## src/hw/rtl/rgd_pkg.sv

```systemverilog
// ----------------------------------------------------------------------------
// rgd_pkg
// Shared constants for the RGB to gray decimator: pixel format codes, luma
// weights, the reciprocal used for the divide by 100, and size limits.
// ----------------------------------------------------------------------------
package rgd_pkg;

    // Source pixel format codes (code 3 behaves as gray8)
    localparam logic [1:0] FMT_GRAY8  = 2'd0;
    localparam logic [1:0] FMT_RGB565 = 2'd1;
    localparam logic [1:0] FMT_RGB888 = 2'd2;

    // Decimation factor code that keeps every pixel; any other code acts as 2
    localparam logic [1:0] DECIM_FULL = 2'd1;

    // Configuration register indexes
    localparam logic [1:0] REG_COLOR_FORMAT  = 2'd0;
    localparam logic [1:0] REG_DECIMATE_BY   = 2'd1;
    localparam logic [1:0] REG_SOURCE_WIDTH  = 2'd2;
    localparam logic [1:0] REG_SOURCE_HEIGHT = 2'd3;

    // Reset values of the configuration registers
    localparam logic [1:0]  RST_COLOR_FORMAT  = 2'd1;
    localparam logic [1:0]  RST_DECIMATE_BY   = 2'd2;
    localparam logic [12:0] RST_SOURCE_WIDTH  = 13'd640;
    localparam logic [12:0] RST_SOURCE_HEIGHT = 13'd480;

    // Largest source size; larger register values saturate to it
    localparam logic [12:0] SIZE_MAX = 13'd4096;

    // Luma weights, in percent
    localparam logic [6:0] W_RED   = 7'd30;
    localparam logic [6:0] W_GREEN = 7'd59;
    localparam logic [6:0] W_BLUE  = 7'd11;

    // floor(x / 100) == (x * RECIP_100) >> RECIP_SHIFT for x <= 25500
    localparam logic [12:0] RECIP_100   = 13'd5243;
    localparam int          RECIP_SHIFT = 19;

    // Weighted channel sum before the divide
    typedef logic [14:0] luma_sum_t;

endpackage

```

## src/hw/rtl/rgb_gray_decimator_top.sv

```systemverilog
// ----------------------------------------------------------------------------
// rgb_gray_decimator_top
// Converts a raster pixel stream (gray8, RGB565 or RGB888) to 8-bit luma and
// keeps every pixel or every second column and row, capped to an output frame.
// ----------------------------------------------------------------------------
// The block takes one source pixel per clock and gives at most one gray
// pixel per clock as long as the master side accepts results. A kept pixel
// passes three registers on its way out: the input register that
// also holds the keep decision, the register after the constant-weight
// multiply and add of the color channels, and the output register after the
// reciprocal multiply that divides by 100. The
// column and row counters advance on every input transfer, and discarded
// pixels produce no result. Each stage holds while its successor is full, so
// the input side keeps taking pixels while a finished result waits, as long
// as a free stage remains. Configuration writes take effect at once and are
// meant for idle periods.
module rgb_gray_decimator_top
    import rgd_pkg::*;
#(
    parameter int MAX_OUT_WIDTH  = 320,
    parameter int MAX_OUT_HEIGHT = 240
) (
    input  logic        aclk,
    input  logic        aresetn,
    // Configuration write port
    input  logic        cfg_wr_en,
    input  logic [1:0]  cfg_index,
    input  logic [12:0] cfg_wdata,
    // Source pixel stream
    input  logic        s_tvalid,
    output logic        s_tready,
    input  logic [23:0] s_tdata,   // [23:0] pixel_word
    input  logic        s_tuser,   // [0] start_of_frame
    // Gray pixel stream
    output logic        m_tvalid,
    input  logic        m_tready,
    output logic [31:0] m_tdata,   // [7:0] gray, [16:8] out_column,
                                   // [24:17] out_row, [31:25] zero
    output logic        m_tlast    // last_of_frame
);

    localparam logic [12:0] MAX_W = 13'(MAX_OUT_WIDTH);
    localparam logic [12:0] MAX_H = 13'(MAX_OUT_HEIGHT);

    // Configuration registers
    logic [1:0]  color_format_reg;
    logic [1:0]  decimate_by_reg;
    logic [12:0] source_width_reg;
    logic [12:0] source_height_reg;

    // Position counters
    logic [11:0] column_reg, column_next;
    logic [11:0] row_reg, row_next;

    // Stage 0: input register with keep decision
    logic        s0_valid_reg;
    logic [23:0] s0_word_reg;
    logic [1:0]  s0_fmt_reg;
    logic [8:0]  s0_col_reg;
    logic [7:0]  s0_row_reg;
    logic        s0_last_reg;

    // Stage 1: weighted channel sum
    logic        s1_valid_reg;
    luma_sum_t   s1_sum_reg;
    logic        s1_pass_reg;
    logic [8:0]  s1_col_reg;
    logic [7:0]  s1_row_reg;
    logic        s1_last_reg;

    // Output register
    logic        out_valid_reg;
    logic [7:0]  out_gray_reg;
    logic [8:0]  out_col_reg;
    logic [7:0]  out_row_reg;
    logic        out_last_reg;

    logic s_xfer, adv_out, adv1, adv0;

    // Stage advance: a stage moves when its successor is empty or moves
    assign adv_out  = !out_valid_reg || m_tready;
    assign adv1     = !s1_valid_reg || adv_out;
    assign adv0     = !s0_valid_reg || adv1;
    assign s_tready = adv0;
    assign s_xfer   = s_tvalid && s_tready;

    // Write configuration registers
    always_ff @(posedge aclk) begin
        if (!aresetn) begin
            color_format_reg  <= RST_COLOR_FORMAT;
            decimate_by_reg   <= RST_DECIMATE_BY;
            source_width_reg  <= RST_SOURCE_WIDTH;
            source_height_reg <= RST_SOURCE_HEIGHT;
        end else if (cfg_wr_en) begin
            case (cfg_index)
                REG_COLOR_FORMAT:  color_format_reg  <= cfg_wdata[1:0];
                REG_DECIMATE_BY:   decimate_by_reg   <= cfg_wdata[1:0];
                REG_SOURCE_WIDTH:  source_width_reg  <= cfg_wdata;
                REG_SOURCE_HEIGHT: source_height_reg <= cfg_wdata;
                default: ;
            endcase
        end
    end

    // Frame geometry and keep decision for the pixel in transfer
    logic        by_two;
    logic [12:0] width_eff, height_eff, out_w, out_h;
    logic [11:0] cur_col, cur_row;
    logic [12:0] out_c, out_r;
    logic        keep, last;

    always_comb begin
        by_two = (decimate_by_reg != DECIM_FULL);

        if (source_width_reg == 13'd0)        width_eff = 13'd1;
        else if (source_width_reg > SIZE_MAX) width_eff = SIZE_MAX;
        else                                  width_eff = source_width_reg;

        if (source_height_reg == 13'd0)        height_eff = 13'd1;
        else if (source_height_reg > SIZE_MAX) height_eff = SIZE_MAX;
        else                                   height_eff = source_height_reg;

        out_w = by_two ? (width_eff >> 1)  : width_eff;
        out_h = by_two ? (height_eff >> 1) : height_eff;
        if (out_w > MAX_W) out_w = MAX_W;
        if (out_h > MAX_H) out_h = MAX_H;

        cur_col = s_tuser ? 12'd0 : column_reg;
        cur_row = s_tuser ? 12'd0 : row_reg;

        out_c = by_two ? {2'b00, cur_col[11:1]} : {1'b0, cur_col};
        out_r = by_two ? {2'b00, cur_row[11:1]} : {1'b0, cur_row};

        keep = (!by_two || (!cur_col[0] && !cur_row[0]))
               && (out_c < out_w) && (out_r < out_h);
        last = (out_c + 13'd1 == out_w) && (out_r + 13'd1 == out_h);

        // Advance position: wrap column at width, row at height
        if ({1'b0, cur_col} + 13'd1 >= width_eff) begin
            column_next = 12'd0;
            row_next = ({1'b0, cur_row} + 13'd1 >= height_eff) ? 12'd0
                                                               : cur_row + 12'd1;
        end else begin
            column_next = cur_col + 12'd1;
            row_next    = cur_row;
        end
    end

    // Control state: counters and stage valid bits
    always_ff @(posedge aclk) begin
        if (!aresetn) begin
            column_reg    <= '0;
            row_reg       <= '0;
            s0_valid_reg  <= 1'b0;
            s1_valid_reg  <= 1'b0;
            out_valid_reg <= 1'b0;
        end else begin
            if (s_xfer) begin
                column_reg <= column_next;
                row_reg    <= row_next;
            end
            if (adv0)    s0_valid_reg  <= s_xfer && keep;
            if (adv1)    s1_valid_reg  <= s0_valid_reg;
            if (adv_out) out_valid_reg <= s1_valid_reg;
        end
    end

    // Stage 1 channel extraction and weighted sum
    logic [7:0] red, green, blue;
    luma_sum_t  sum_next;
    logic       pass_next;

    always_comb begin
        red       = s0_word_reg[7:0];
        green     = s0_word_reg[15:8];
        blue      = s0_word_reg[23:16];
        pass_next = 1'b0;
        case (s0_fmt_reg)
            FMT_RGB565: begin
                red   = {s0_word_reg[15:11], 3'b000};
                green = {s0_word_reg[10:5], 2'b00};
                blue  = {s0_word_reg[4:0], 3'b000};
            end
            FMT_RGB888: ;
            default: begin
                pass_next = 1'b1;
            end
        endcase
        if (pass_next) begin
            sum_next = {7'd0, s0_word_reg[7:0]};
        end else begin
            sum_next = 15'(red * W_RED) + 15'(green * W_GREEN) + 15'(blue * W_BLUE);
        end
    end

    // Divide by 100 through the reciprocal
    logic [27:0] quot_prod;
    logic [7:0]  gray_next;

    assign quot_prod = 28'(s1_sum_reg * RECIP_100);
    assign gray_next = s1_pass_reg ? s1_sum_reg[7:0]
                                   : quot_prod[RECIP_SHIFT +: 8];

    // Payload registers
    always_ff @(posedge aclk) begin
        if (adv0) begin
            s0_word_reg <= s_tdata;
            s0_fmt_reg  <= color_format_reg;
            s0_col_reg  <= out_c[8:0];
            s0_row_reg  <= out_r[7:0];
            s0_last_reg <= last;
        end
        if (adv1) begin
            s1_sum_reg  <= sum_next;
            s1_pass_reg <= pass_next;
            s1_col_reg  <= s0_col_reg;
            s1_row_reg  <= s0_row_reg;
            s1_last_reg <= s0_last_reg;
        end
        if (adv_out) begin
            out_gray_reg <= gray_next;
            out_col_reg  <= s1_col_reg;
            out_row_reg  <= s1_row_reg;
            out_last_reg <= s1_last_reg;
        end
    end

    assign m_tvalid = out_valid_reg;
    assign m_tdata  = {7'd0, out_row_reg, out_col_reg, out_gray_reg};
    assign m_tlast  = out_last_reg;

    // Checks
    a_s0_hold: assert property (@(posedge aclk) disable iff (!aresetn)
        (s0_valid_reg && !adv1) |=> (s0_valid_reg && $stable(s0_col_reg)
                                     && $stable(s0_row_reg)))
        else $error("stage 0 lost or changed a stalled pixel");

    a_s1_hold: assert property (@(posedge aclk) disable iff (!aresetn)
        (s1_valid_reg && !adv_out) |=> (s1_valid_reg && $stable(s1_sum_reg)))
        else $error("stage 1 lost or changed a stalled sum");

    a_col_range: assert property (@(posedge aclk) disable iff (!aresetn)
        out_valid_reg |-> ({4'd0, out_col_reg} < MAX_W || MAX_W > 13'd511))
        else $error("output column beyond output frame width");

    a_row_range: assert property (@(posedge aclk) disable iff (!aresetn)
        out_valid_reg |-> ({5'd0, out_row_reg} < MAX_H || MAX_H > 13'd255))
        else $error("output row beyond output frame height");

endmodule
```

## config.mk

```make
export PLATFORM = sky130hd
export DESIGN_NAME = rgb_gray_decimator_top
export DESIGN_NICKNAME = d
export VERILOG_FILES = /design/src/hw/rtl/rgd_pkg.sv /design/src/hw/rtl/rgb_gray_decimator_top.sv
export SDC_FILE = /design/constraint.sdc
export NUM_CORES = 1
export LEC_CHECK = 0
export BUFFER_PORTS_ARGS = -buffer_cell sky130_fd_sc_hd__buf_2
export CAP_MARGIN = 20
export CORE_ASPECT_RATIO = 1.5
export CORE_MARGIN = 8
export CORE_UTILIZATION = 51
export DETAILED_ROUTE_END_ITERATION = 16
export PLACE_DENSITY = 0.77
export RECOVER_POWER = 100
export SLEW_MARGIN = 15
export SYNTH_ARGS = -nofsm -noshare
export SYNTH_HDL_FRONTEND = slang
export SYNTH_SLANG_ARGS = --single-unit
```

## constraint.sdc

```tcl
create_clock -name aclk -period 9 [get_ports aclk]
set_input_delay 0 -clock aclk [delete_from_list [all_inputs] [get_ports aclk]]
set_output_delay 0 -clock aclk [all_outputs]
set_load 0.01 [all_outputs]
```

---- Word level (Yosys, flattened, before mapping) ----
Index checks and enable logic that the tools add are counted.
operators by class
  add/subtract/negate cells ............... 8
  multiply operators ...................... 4
  $lt $le $gt $ge ......................... 8
  equal/unequal tests ..................... 8
  muxes and demuxes ....................... 21
  reduce and logical (&&, ||, !) cells .... 24
operator list
  cell                    count
  $mux 13                 8
  $mux 12                 7
  $add 12x1->13 const B   4
  $mux 8                  5
  $mul 15x13->27 const B  1
  $eq 13x13->1            2
  $ge 13x13->1            2
  $gt 13x13->1 const B    2
  $logic_not 13->1        2
  $lt 12x13->1            2
  $add 12x1->12 const B   2
  $mul 8x4->12 const B    2
  $add 13x14->15          1
  $add 15x12->15          1
  $mul 8x6->14 const B    1
  $gt 13x8->1 const B     1
  $gt 13x9->1 const B     1
  $reduce_and 2->1        4
  $eq 2x2->1 const B      3
  $logic_and 1x1->1       6
  $logic_not 1->1         6
  $eq 2x1->1 const B      2
  $logic_or 1x1->1        4
  $logic_not 2->1         1
  3 further kinds         3
storage, ports and cells
  flip-flop bits (word level) ............. 161
  input bits .............................. 45
  output and inout bits ................... 35
  logic and storage cells ................. 97

---- Logic depth before layout (Yosys ltp) ----
Gate-level depths: netlist of the first run.
  depth after elaboration ................. 10
  gate-level depth with buffers ........... 28
  depth with buffers taken out ............ 26

---- Worst setup path after synthesis of the first run ----
Ideal clock, no wire load.
  kind .................................... register to register
  start point ............................. reg s0_fmt_reg[1]
  end point ............................... reg s1_sum_reg[13], data pin
  library setup time ...................... 0.260 ns
  arrival ................................. 6.315 ns
  required time ........................... 8.740 ns
  setup slack ............................. 2.425 ns
  stages on the path, launching flop included .. 25
  buffers on the path ..................... 2
  period minus slack after synthesis ...... 6.575 ns
  path through ............................ edfxtp_1 > inv_1 > ha_1 > clkbuf_1 > clkbuf_1 > nor2b_1 > fa_1 > fa_1 > inv_1 > fa_1 > nor2b_1 > o21ai_0 > a21boi_0 > nor2_1 > fa_1 > inv_1 > fa_1 > fa_1 > inv_1 > ha_1 > or3_1 > o211ai_1 > o21ai_0 > a31oi_1 > mux2_2
on the way
  word-level cells in the longest chain between the ends .. 5
  elaborated cells between the ends (all ways) .. 11
  those cells by class .................... add/sub: 2; mul: 3; eq/ne: 2; mux: 3; reduce/logical: 1
RTL lines
  what                                          RTL line                       RTL
  from (decl)                                   rgb_gray_decimator_top.sv:58   logic [1:0] s0_fmt_reg;
  from (signal assigned)                        rgb_gray_decimator_top.sv:208  s0_fmt_reg <= color_format_reg;
  $eq 2x1->1                                    rgb_gray_decimator_top.sv:178  case (s0_fmt_reg)
  $mux 8                                        rgb_gray_decimator_top.sv:178
  $mul 8x6->14 or $mul 8x4->12 (tied branches)  rgb_gray_decimator_top.sv:192  sum_next = 15'(red * W_RED) + 15'(green * W_GREEN) + 15'(blue * W_BLUE);
  $add 13x14->15                                rgb_gray_decimator_top.sv:192
  $add 15x12->15                                rgb_gray_decimator_top.sv:192
  to (signal assigned)                          rgb_gray_decimator_top.sv:214  s1_sum_reg <= sum_next;
  to (decl)                                     rgb_gray_decimator_top.sv:65   luma_sum_t s1_sum_reg;
Parallel ways exist; a longest one is shown, timed or not.
A chain may end at the register's enable or synchronous reset.

---- Final worst setup path of the first run ----
Ends and elaborated chain as after synthesis.

==> metrics.txt, run 1 <==
status=finished with violations; failing checks=max-capacitance violations, max-slew violations; nets=2099; cts bufs inserted=17; clock buffer depth=2; skew final=14.6 ps; Least-Margin Pin Slew=2660 ps; Seq/Total Area, Yosys=27.3%; CTS tree=done; IO Count=80; Detail Placement HPWL=27200 um; Tcrit/Tclk final=79.5%; initial antenna violation count=0; min cycle time layout=7150 ps; synthesized area per cell=9.71 um2; initial core utilization=51.7%; #FFs+latches synth=161; Rows=78; Primary FF master, synth=edfxtp_1; max-cap violations=4; setup violators final=0; iteration-0 DRC count of the detailed router=546; setup TNS=0 ps; die width=159 um; required time of the worst setup path=9210 ps; Rel. slew slack=-77.5%; vias in the first global route=12278; Syn-to-layout area delta=10.6%; Clock Latency Late Sink=460 ps; kind of end point of the critical path=flip-flop; number of flops mapped to enable cells by yosys=104; Die Span Y=230 um; WL/cell=16.5 um; largest net degree at the start of global routing=59; Core Region=30300 um2; Post-Syn Area=15600 um2; Crit path arrival time=7360 ps; clock sinks=161; r2r startpoint=s0_fmt_reg[1]; CP startpoint kind=flip-flop; clock slew at reported path FFs=70 ps; TritonRoute pass-1 iters=5; DR DRC count=0; final std cell area, no fill=17300 um2; DP Cell Count=2041; Detail Route Antenna Nets=0; total detailed-routing wirelength=34900 um; hold path startpoint=s_tvalid; antenna cell count=0; RSZ-0062 raised after global routing=false; reg2reg end=s1_sum_reg[13]; reg2reg setup slack=1850 ps; Crit Path Max Fanout=25; maximum operating frequency=140 MHz; Placed Instance Area=16300 um2; via count=11595; post-synth cell types=87; Via density=5.47; GRT Residual Overflow=0; CTS H-tree depth=4; gr usage total=19.5%; Clock Root Buffer=clkbuf_16; Syn Inst Count=1609; Yosys Warn Count=0; Final Hold Viols=0; hold depth=4; Port Buf Inserts=72; GP Congestion=0.915; worst min-delay path class=input pin to flip-flop; final instance count without filler cells=2119; die area=36600 um2; worst reg2reg path depth=22; WS Path Type=flip-flop to flip-flop; max reg flops=24; Hold EP=column_reg[11]; first-pass GRT wire length=58900 um; share of layout cells above drive strength 1=6.86%; async set-reset flop share out of synthesis=0%; Slew Viols, Final=181; cts repair resizes=0
## final cells by class
type                    instances  area [um2]
clock inverters                15         185
multi-input cells            1140       10100
repair buffers                126         827
inverters                     260         976
well taps                     400         500
flip-flops and latches        161        4260
clock buffers                  17         425
fillers                      2597       13000
## critical path: stages, from the launching register on
cell	delay, ps
edfxtp_1	360
inv_1	60
ha_1	770
nor2b_1	290
fa_1	590
fa_1	530
inv_1	60
fa_1	420
nor2b_1	140
o21ai_0	130
a21boi_0	290
nor2_1	100
fa_1	490
inv_1	50
fa_1	470
fa_1	540
inv_1	40
ha_1	220
or3_1	380
o211ai_1	240
o21ai_0	180
a31oi_1	210
mux2_2	350
## worst max-delay path by stage
stage | slack (ps) | from | endpoint | depth (start not counted)
6_report | 1850 | s0_fmt_reg[1] | s1_sum_reg[13] | 22
5_1_grt | 1410 | s0_fmt_reg[1] | s1_sum_reg[13] | 22
4_1_cts | 1910 | s0_fmt_reg[1] | s1_sum_reg[13] | 22
3_5_place_dp | 1910 | s0_fmt_reg[1] | s1_sum_reg[13] | 22
3_3_place_gp | 2080 | s0_fmt_reg[1] | s1_sum_reg[13] | 22
2_1_floorplan | 2420 | s0_fmt_reg[1] | s1_sum_reg[13] | 24
## cells in the final DEF (no fill, tap or decap), drive strengths merged, types with 11 or more instances in the layout
cell	count
xnor2	33
nand2b	14
a21o	20
fa	130
dlygate4sd3	46
or2	11
mux2i	24
edfxtp	104
a21oi	95
inv	268
a22oi	11
nor2b	28
nand4	17
buf	44
nand3	33
dfxtp	57
mux2	20
nand2	182
nor3	19
nor2	69
conb	14
xor2	25
clkbuf	53
ha	218
o21ai	41
## cells in the mapped netlist (33+ instances only)
| library cell | n | area share [%] |
|---|---|---|
| nor2_1 | 69 | 1.7 |
| fa_1 | 130 | 17 |
| clkbuf_1 | 33 | 0.79 |
| edfxtp_1 | 104 | 20 |
| a21oi_1 | 92 | 2.9 |
| o21ai_0 | 37 | 1.2 |
| nand3_1 | 33 | 1.1 |
| dfxtp_1 | 57 | 7.3 |
| xnor2_1 | 33 | 1.8 |
| inv_1 | 260 | 6.2 |
| ha_1 | 218 | 17 |
| nand2_1 | 182 | 4.4 |
## per-layer routing
layer / track usage (%) / routed length [um]
met5: 0 / 0
met4: 8.13 / 1020
met3: 3.71 / 1750
met2: 35.0 / 18000
met1: 22.5 / 14200
## through the flow
stage	setup WS (ps)	hold WS, ps	util, %
after floorplan	2420	98.9	-
after global placement	2080	179	53.9
after detailed placement	1910	178	53.9
after CTS	1910	226	57.4
after global routing	1410	249	57.1
final	1850	246	57.1
## what timing repair did
item                                    CTS  global route
hold buffers                             46             0
buffers inserted                          0             0
endpoints found under the setup margin    0             0
endpoints found under the hold margin    57             0
## cell families (layout without fill, tap and decap cells)
family / count (synthesis) / count (layout) / synth area share, %
adder cells (fa/ha/maj): 348 / 348 / 34.1
XOR/XNOR: 62 / 62 / 3.83
buffers and inverters: 320 / 418 / 8.15
flip-flops: 161 / 161 / 27.3
AO/OA/AOI/OAI: 247 / 247 / 10.3
multiplexers: 44 / 44 / 3.03
other: 2 / 14 / 0.0480
AND/OR/NAND/NOR: 425 / 425 / 13.3
Power of run 1 is not shown: default switching activity piles up to over one toggle a cycle in this logic, so the estimate is an artifact.
==> run 2, diff against run 1 <==
Clock period 9 ns to 7.4 ns, I/O delays scaled along.
==> metrics.txt, run 2 (same netlist as run 1, synthesis figures left out) <==
Slew Viols, Final=117; Core Region=30300 um2; CP startpoint kind=flip-flop; Port Buf Inserts=72; CTS H-tree depth=4; PnR worst setup slack=555 ps; setup violators final=0; initial antenna violation count=0; cts repair resizes=0; CP Cell Sequence=inv_1 -> ha_1 -> buf_4 -> mux2_1 -> inv_1 -> fa_1 -> fa_1 -> inv_1 -> ha_1 -> a21boi_0 -> nor2_1 -> fa_1 -> inv_1 -> fa_1 -> fa_1 -> inv_1 -> ha_1 -> or3_1 -> o211ai_1 -> o21ai_0 -> a31oi_1 -> mux2_2; clock sinks=161; CP peak stage delay=550 ps; RSZ-0062 raised after global routing=false; maximum operating frequency=146 MHz; Crit path arrival time=7050 ps; die area=36600 um2; commonest non-fill, non-tap cell in the layout=inv_1; Die Span Y=230 um; iteration-0 DRC count of the detailed router=656; Final Hold Viols=0; setup TNS=0 ps; initial core utilization=51.7%; Clock Root Buffer=clkbuf_16; hold slack final=249 ps; TritonRoute pass-1 iters=5; Rel. slew slack=-28.0%; Detail Route Antenna Nets=0; gr usage total=19.6%; pre-CTS WS=630 ps; GP Congestion=0.882; number of setup buffers added after CTS=0; via count=11670; share of layout cells above drive strength 1=6.68%; vias in the first global route=12146; max reg flops=24; GRT Residual Overflow=0; cts bufs inserted=17; Via density=5.50; clock slew at reported path FFs=70 ps; most frequent cells in the layout=inv_1 (260), ha_1 (218), nand2_1 (182); Detail Placement HPWL=27300 um; DR DRC count=0; DP Cell Count=2042; first-pass GRT wire length=58900 um; Syn-to-layout area delta=10.7%; die width=159 um; required time of the worst setup path=7610 ps; slowest CP cell=fa_1; WL/cell=16.6 um; clock buffer depth=2; Least-Margin Pin Slew=1920 ps; max-cap violations=3; failing checks=max-capacitance violations, max-slew violations; kind of end point of the critical path=flip-flop; Clock Latency Late Sink=460 ps; WS Path Type=flip-flop to flip-flop; final instance count without filler cells=2121; status=finished with violations; Crit Path Max Fanout=14; CTS tree=done; IO Count=80; Tcrit/Tclk final=92.5%; largest net degree at the start of global routing=48; nets=2101; skew final=15.5 ps; total detailed-routing wirelength=35300 um; Hold Buf Count CTS=47; Rows=78; min cycle time layout=6840 ps; antenna cell count=0; worst min-delay path class=input pin to flip-flop
==> run 2: through the flow <==
stage / util, % / instance area, um2
2_1_floorplan: - / 15700
3_3_place_gp: 53.9 / 16300
3_5_place_dp: 53.9 / 16300
4_1_cts: 57.4 / 17400
5_1_grt: 57.2 / 17300
6_report: 57.2 / 17300
==> run 2: routing by layer <==
layer | global-route usage [%] | vias to the layer above | wire (um)
met5 | 0 | - | 0
met4 | 9.02 | 0 | 1070
met3 | 3.14 | 71 | 1540
met2 | 35.2 | 312 | 18100
met1 | 22.6 | 5673 | 14600
li1 | - | 5614 | -
==> run 2: worst paths after layout <==
kind                               startpoint              end  slack (ps)  cells past startpoint
worst max-delay path            s0_fmt_reg[1]   s1_sum_reg[13]         560                     22
worst min register to register  s1_col_reg[0]   out_col_reg[0]         420                      0
worst min-delay path              s_tdata[17]  s0_word_reg[17]         250                      2
worst max register to register  s0_fmt_reg[1]   s1_sum_reg[13]         560                     22
==> run 2: area by class of cell <==
type                       instances  area, um2
sequential                       161       4260
inverter                         260        976
clock buffer                      18        429
fill                            2644      13000
multi-input combinational       1140      10100
tap                              400        500
clock inverter                    14        168
timing repair buffer             128        841
==> run 2: worst max-delay path: cells and delay by family, from the launching register on <==
kind / cells / cell delay (ps)
AO/OA/AOI/OAI: 4 / 910
adder cells (fa/ha/maj): 8 / 3450
buffers and inverters: 6 / 670
flip-flops: 1 / 350
multiplexers: 2 / 750
AND/OR/NAND/NOR: 2 / 470
Power of run 2 is left out for the same reason.
